==> src/design/rau_pkg.sv <==
// Shared codes, command and status types for the rational arithmetic unit
`default_nettype none
package rau_pkg;

  localparam logic [2:0] KIND_REDUCE = 3'd0;
  localparam logic [2:0] KIND_NEGATE = 3'd1;
  localparam logic [2:0] KIND_ADD    = 3'd2;
  localparam logic [2:0] KIND_SUB    = 3'd3;
  localparam logic [2:0] KIND_MUL    = 3'd4;
  localparam logic [2:0] KIND_DIV    = 3'd5;
  localparam logic [2:0] KIND_EQ     = 3'd6;
  localparam logic [2:0] KIND_LT     = 3'd7;

  localparam logic [1:0] ST_OK       = 2'd0;
  localparam logic [1:0] ST_ZERO_DIV = 2'd1;
  localparam logic [1:0] ST_OVERFLOW = 2'd2;
  localparam logic [1:0] ST_BAD_DEN  = 2'd3;

  localparam logic [63:0] MAX_DEN     = 64'h0000_0000_7FFF_FFFF;
  localparam logic [63:0] MAX_NEG_MAG = 64'h0000_0000_8000_0000;

  typedef struct packed {
    logic load_in;
    logic mul;
    logic comb;
    logic gcd_step;
    logic load_div;
    logic div_step;
    logic load_out;
  } rau_cmd_t;

  typedef struct packed {
    logic early_end;
    logic gcd_done;
    logic div_last;
    logic out_free;
  } rau_stat_t;

endpackage
`default_nettype wire

==> src/design/rau_ctrl.sv <==
// Controller: sequences multiply, GCD, divide and result load for one request
`default_nettype none
module rau_ctrl (
  input  wire logic              clk,
  input  wire logic              rst,
  input  wire logic              in_valid,
  output logic                   in_ready,
  input  wire rau_pkg::rau_stat_t stat,
  output rau_pkg::rau_cmd_t      cmd
);
  import rau_pkg::*;

  typedef enum logic [2:0] {S_IDLE, S_MUL, S_COMB, S_GCD, S_DIV, S_FIN} state_t;
  state_t state, state_next;

  assign in_ready = (state == S_IDLE);

  always_comb begin
    cmd        = '0;
    state_next = state;
    case (state)
      S_IDLE: begin
        if (in_valid) begin
          cmd.load_in = 1'b1;
          state_next  = S_MUL;
        end
      end
      S_MUL: begin
        cmd.mul    = 1'b1;
        state_next = stat.early_end ? S_FIN : S_COMB;
      end
      S_COMB: begin
        cmd.comb   = 1'b1;
        state_next = S_GCD;
      end
      S_GCD: begin
        if (stat.gcd_done) begin
          cmd.load_div = 1'b1;
          state_next   = S_DIV;
        end else begin
          cmd.gcd_step = 1'b1;
        end
      end
      S_DIV: begin
        cmd.div_step = 1'b1;
        if (stat.div_last) begin
          state_next = S_FIN;
        end
      end
      S_FIN: begin
        if (stat.out_free) begin
          cmd.load_out = 1'b1;
          state_next   = S_IDLE;
        end
      end
      default: state_next = S_IDLE;
    endcase
  end

  always_ff @(posedge clk) begin
    if (rst) begin
      state <= S_IDLE;
    end else begin
      state <= state_next;
    end
  end

endmodule
`default_nettype wire

==> config.mk <==
export PLATFORM = sky130hd
export DESIGN_NAME = rau_ctrl
export DESIGN_NICKNAME = d
export VERILOG_FILES = /design/src/design/rau_pkg.sv /design/src/design/rau_ctrl.sv
export SDC_FILE = /design/constraint.sdc
export NUM_CORES = 1
export LEC_CHECK = 0
export ABC_AREA = 1
export ABC_CLOCK_PERIOD_IN_PS = 900
export BUFFER_PORTS_ARGS = -buffer_cell sky130_fd_sc_hd__buf_4
export CAP_MARGIN = 10
export CORE_AREA = 2 2 39 41
export CTS_CLUSTER_DIAMETER = 30
export DETAILED_ROUTE_END_ITERATION = 6
export DIE_AREA = 0 0 41 43
export GPL_ROUTABILITY_DRIVEN = 0
export PLACE_DENSITY = 0.49
export SYNTH_ARGS = -nofsm -noshare
export SYNTH_HDL_FRONTEND = slang
export SYNTH_SLANG_ARGS = --single-unit
==> constraint.sdc <==
create_clock -name clk -period 0.9 [get_ports clk]
set_input_delay 0 -clock clk [delete_from_list [all_inputs] [get_ports clk]]
set_output_delay 0 -clock clk [all_outputs]
set_load 0.005 [all_outputs]
==> flow_metrics.tcl <==
set metrics [dict create \
    status "finished with violations" \
    violations "negative setup slack" \
    cp.required_ps 900 \
    vias 384 \
    syn_nets 58 \
    syn_avg_cell_area_um2 5.47 \
    cts_tree "yes" \
    use_met1_pct 14.8 \
    clkPwrFrac_pct 13.4 \
    ant_nets 0 \
    fp.dieArea_um2 1760 \
    reg_top3 "state x3" \
    powerDensity_nw_per_um2 2970 \
    die_w_um 41 \
    row_count 14 \
    cp_max_fo 6 \
    p_sw_share_pct 40.9 \
    via_per_inst 4.09 \
    slowest_stage "dfxtp_2" \
    drt_iter0_markers 8 \
    grt_util_all_layers_pct 10.5 \
    grt_pass1_wl_mm 1.30 \
    maxCapViolations 0 \
    crit_path_end_kind "output pin" \
    routedWlPerCell_um 8.13 \
    clk_latency_ps 230 \
    largest_reg_flops 3 \
    clk_pin_slew_ps 40 \
    max_freq_mhz 880 \
    gr-max-usage-layer "met1" \
    synth_top_cell_area_share_pct 21.5 \
    layout_setup_ws_ps -236 \
    grt_pass1_vias 336 \
    layout_commonest_cell "buf_4" \
    rr_startpoint "state[0]" \
    power.internal_mw 1.02 \
    dpl.hpwl_um 600 \
    num_antenna_cells 0 \
    postRouteWirelength_um 764 \
    yosysWarnings 0 \
    drv_slew 0 \
    io_buffers 14 \
    use_met3_pct 4.71 \
    synth.area.top_cells "dfxtp_1 22%, inv_1 16%, nand2_1 16%" \
    skew_ps 5.97 \
    worst_pin_slew_ps 185 \
    numClockSinks 3 \
    drive_gt1_share_pct 59.0 \
    fin_tns_setup_ps -1880 \
    num_io_pins 15 \
    overflow 0 \
    clock_path_buffers 2 \
    crit_start "state[0]" \
    setup_viol 11 \
    antenna_found_initial 0 \
    initial_core_util_pct 20.2 \
    path_cells "buf_6, inv_1, nand3_2, buf_4, inv_1, buf_4" \
    area_delta_synth_final_pct 108 \
    worstSetupStartpointType "flop" \
    cp_slowest_stage_delay_ps 320 \
    yosysTopAreaCell "dfxtp_1" \
    grt.met2_usage_pct 14.7 \
    slew_headroom_pct 87.5 \
    cp_num_buf_inv 5 \
    hold_viol_final 0 \
    die_height_um 43 \
    final_util_pct 41.9 \
    syn-cell-area_um2 279 \
    hold_buffers 0 \
    min-delay-path-class "in -> reg" \
    final_cell_mix "15 x buf_4, 9 x inv_1, 9 x nand2_1, 9 x buf_6, 6 x nor2_1" \
    p_comb_share_pct 68.2 \
    setup.worst_path.end "cmd[4]" \
    rrSetupSlack_ps -190 \
    cpLargestDelayFamily "buffers and inverters" \
    htree_levels 1 \
    num-nets-final 86 \
    crit_arrival_ps 1140 \
    reg2reg_to "state[2]" \
    criticalPathCategory "reg -> out" \
    ff2ff_path_depth 8 \
    switchingPower_mw 0.705 \
    ctsRootBufferMaster "clkbuf_4" \
    core_area_um2 1380 \
    grt_max_degree 8 \
    ys_ff_latch 3 \
    numCtsBuffers 3 \
    period_needed_ps 1140 \
    power.leakage_nw 0.335 \
    firstDrtPassIters 4 \
    p_seq_share_pct 18.4 \
    ir_worst_vdd_v 0.00173 \
    cp.depth 6 \
    synth_seq_area_share_pct 21.5 \
    rsz0062_at_grt "yes" \
    regMostFlops "state" \
    ys_types 14 \
    final.period_utilization_pct 126 \
    synth_cells 51 \
    drc 0 \
    fill_cells 151 \
]
-- worst min-delay path by stage --
| stage | startpoint | endpoint | slack, ps | cells past startpoint |
|---|---|---|---|---|
| global route | rst | state[0] | 40 | 4 |
| floorplan | stat[2] | cmd[2] | 90 | 2 |
| CTS | rst | state[0] | 20 | 4 |
| detailed placement | rst | state[2] | 270 | 4 |
| global placement | rst | state[2] | 260 | 4 |
| finish | rst | state[0] | 20 | 4 |
-- cell type report --
class	count	area, µm²	area share (%)
sequential	3	68.8	11.9
clock buffer	4	26.3	4.54
timing repair buffer	24	214	36.9
inverter	14	57.6	9.94
multi-input combinational	33	193	33.3
tap	16	20.0	3.46
-- timing repair --
action | CTS | global route
setup endpoints to repair | 11 | 11
gates resized for setup | 18 | 9
setup buffers | 2 | 0
pin swaps | 9 | 4
-- cell usage after synthesis --
library cell / instances
inv_1: 12
nand2_1: 12
nand4_1: 2
buf_6: 1
a21oi_1: 1
nor4_1: 1
nand3_1: 4
dfxtp_1: 3
nand2_2: 1
nor2_1: 6
nor2_2: 2
nand3_2: 1
o21ai_0: 3
inv_2: 2
-- metal layers --
layer / up-vias / part of all wire (%) / wire length (µm)
met1: 157 / 44 / 333
met4: 0 / 0 / 0
met3: 0 / 11 / 83
met2: 15 / 45 / 347
met5: - / 0 / 0
li1: 212 / - / -
-- power by group through the flow --
stage                     Sequential [mW]  Combinational (mW)  Clock (mW)
after floorplan                     0.257               0.515           0
after global placement              0.266               0.906           0
after detailed placement            0.268               0.908           0
after CTS                           0.315                1.08       0.238
after global routing                0.326                1.32       0.247
final                               0.317                1.17       0.232
-- through the flow --
| step | total power [mW] | instance area [µm²] | hold WS, ps | instances | setup WS, ps |
|---|---|---|---|---|---|
| floorplan | 0.772 | 287 | 92.3 | 51 | -71.4 |
| global route | 1.90 | 579 | 36.0 | 94 | -314 |
| finish | 1.72 | 579 | 15.8 | 94 | -236 |
| detailed placement | 1.18 | 460 | 268 | 88 | -162 |
| global placement | 1.17 | 460 | 260 | 88 | -156 |
| CTS | 1.63 | 553 | 16.9 | 94 | -211 |
-- worst reg2reg max path: stages, from the launching register on --
cell and delay (ps):
dfxtp_2 320, buf_6 130, buf_6 110, nand4_1 60, nand2_1 100, nor2_4 110
nand2_1 60, nand2_1 60, nor2_1 40
-- cells by family (layout without fill, tap and decap cells) --
logic type,Yosys count,count (layout),synth area share (%)
flip-flops,3,3,21.5
AND/OR/NAND/NOR,29,29,48.4
AO/OA/AOI/OAI,4,4,7.17
buffers and inverters,15,42,22.9
(Power assumes the default switching activity.)
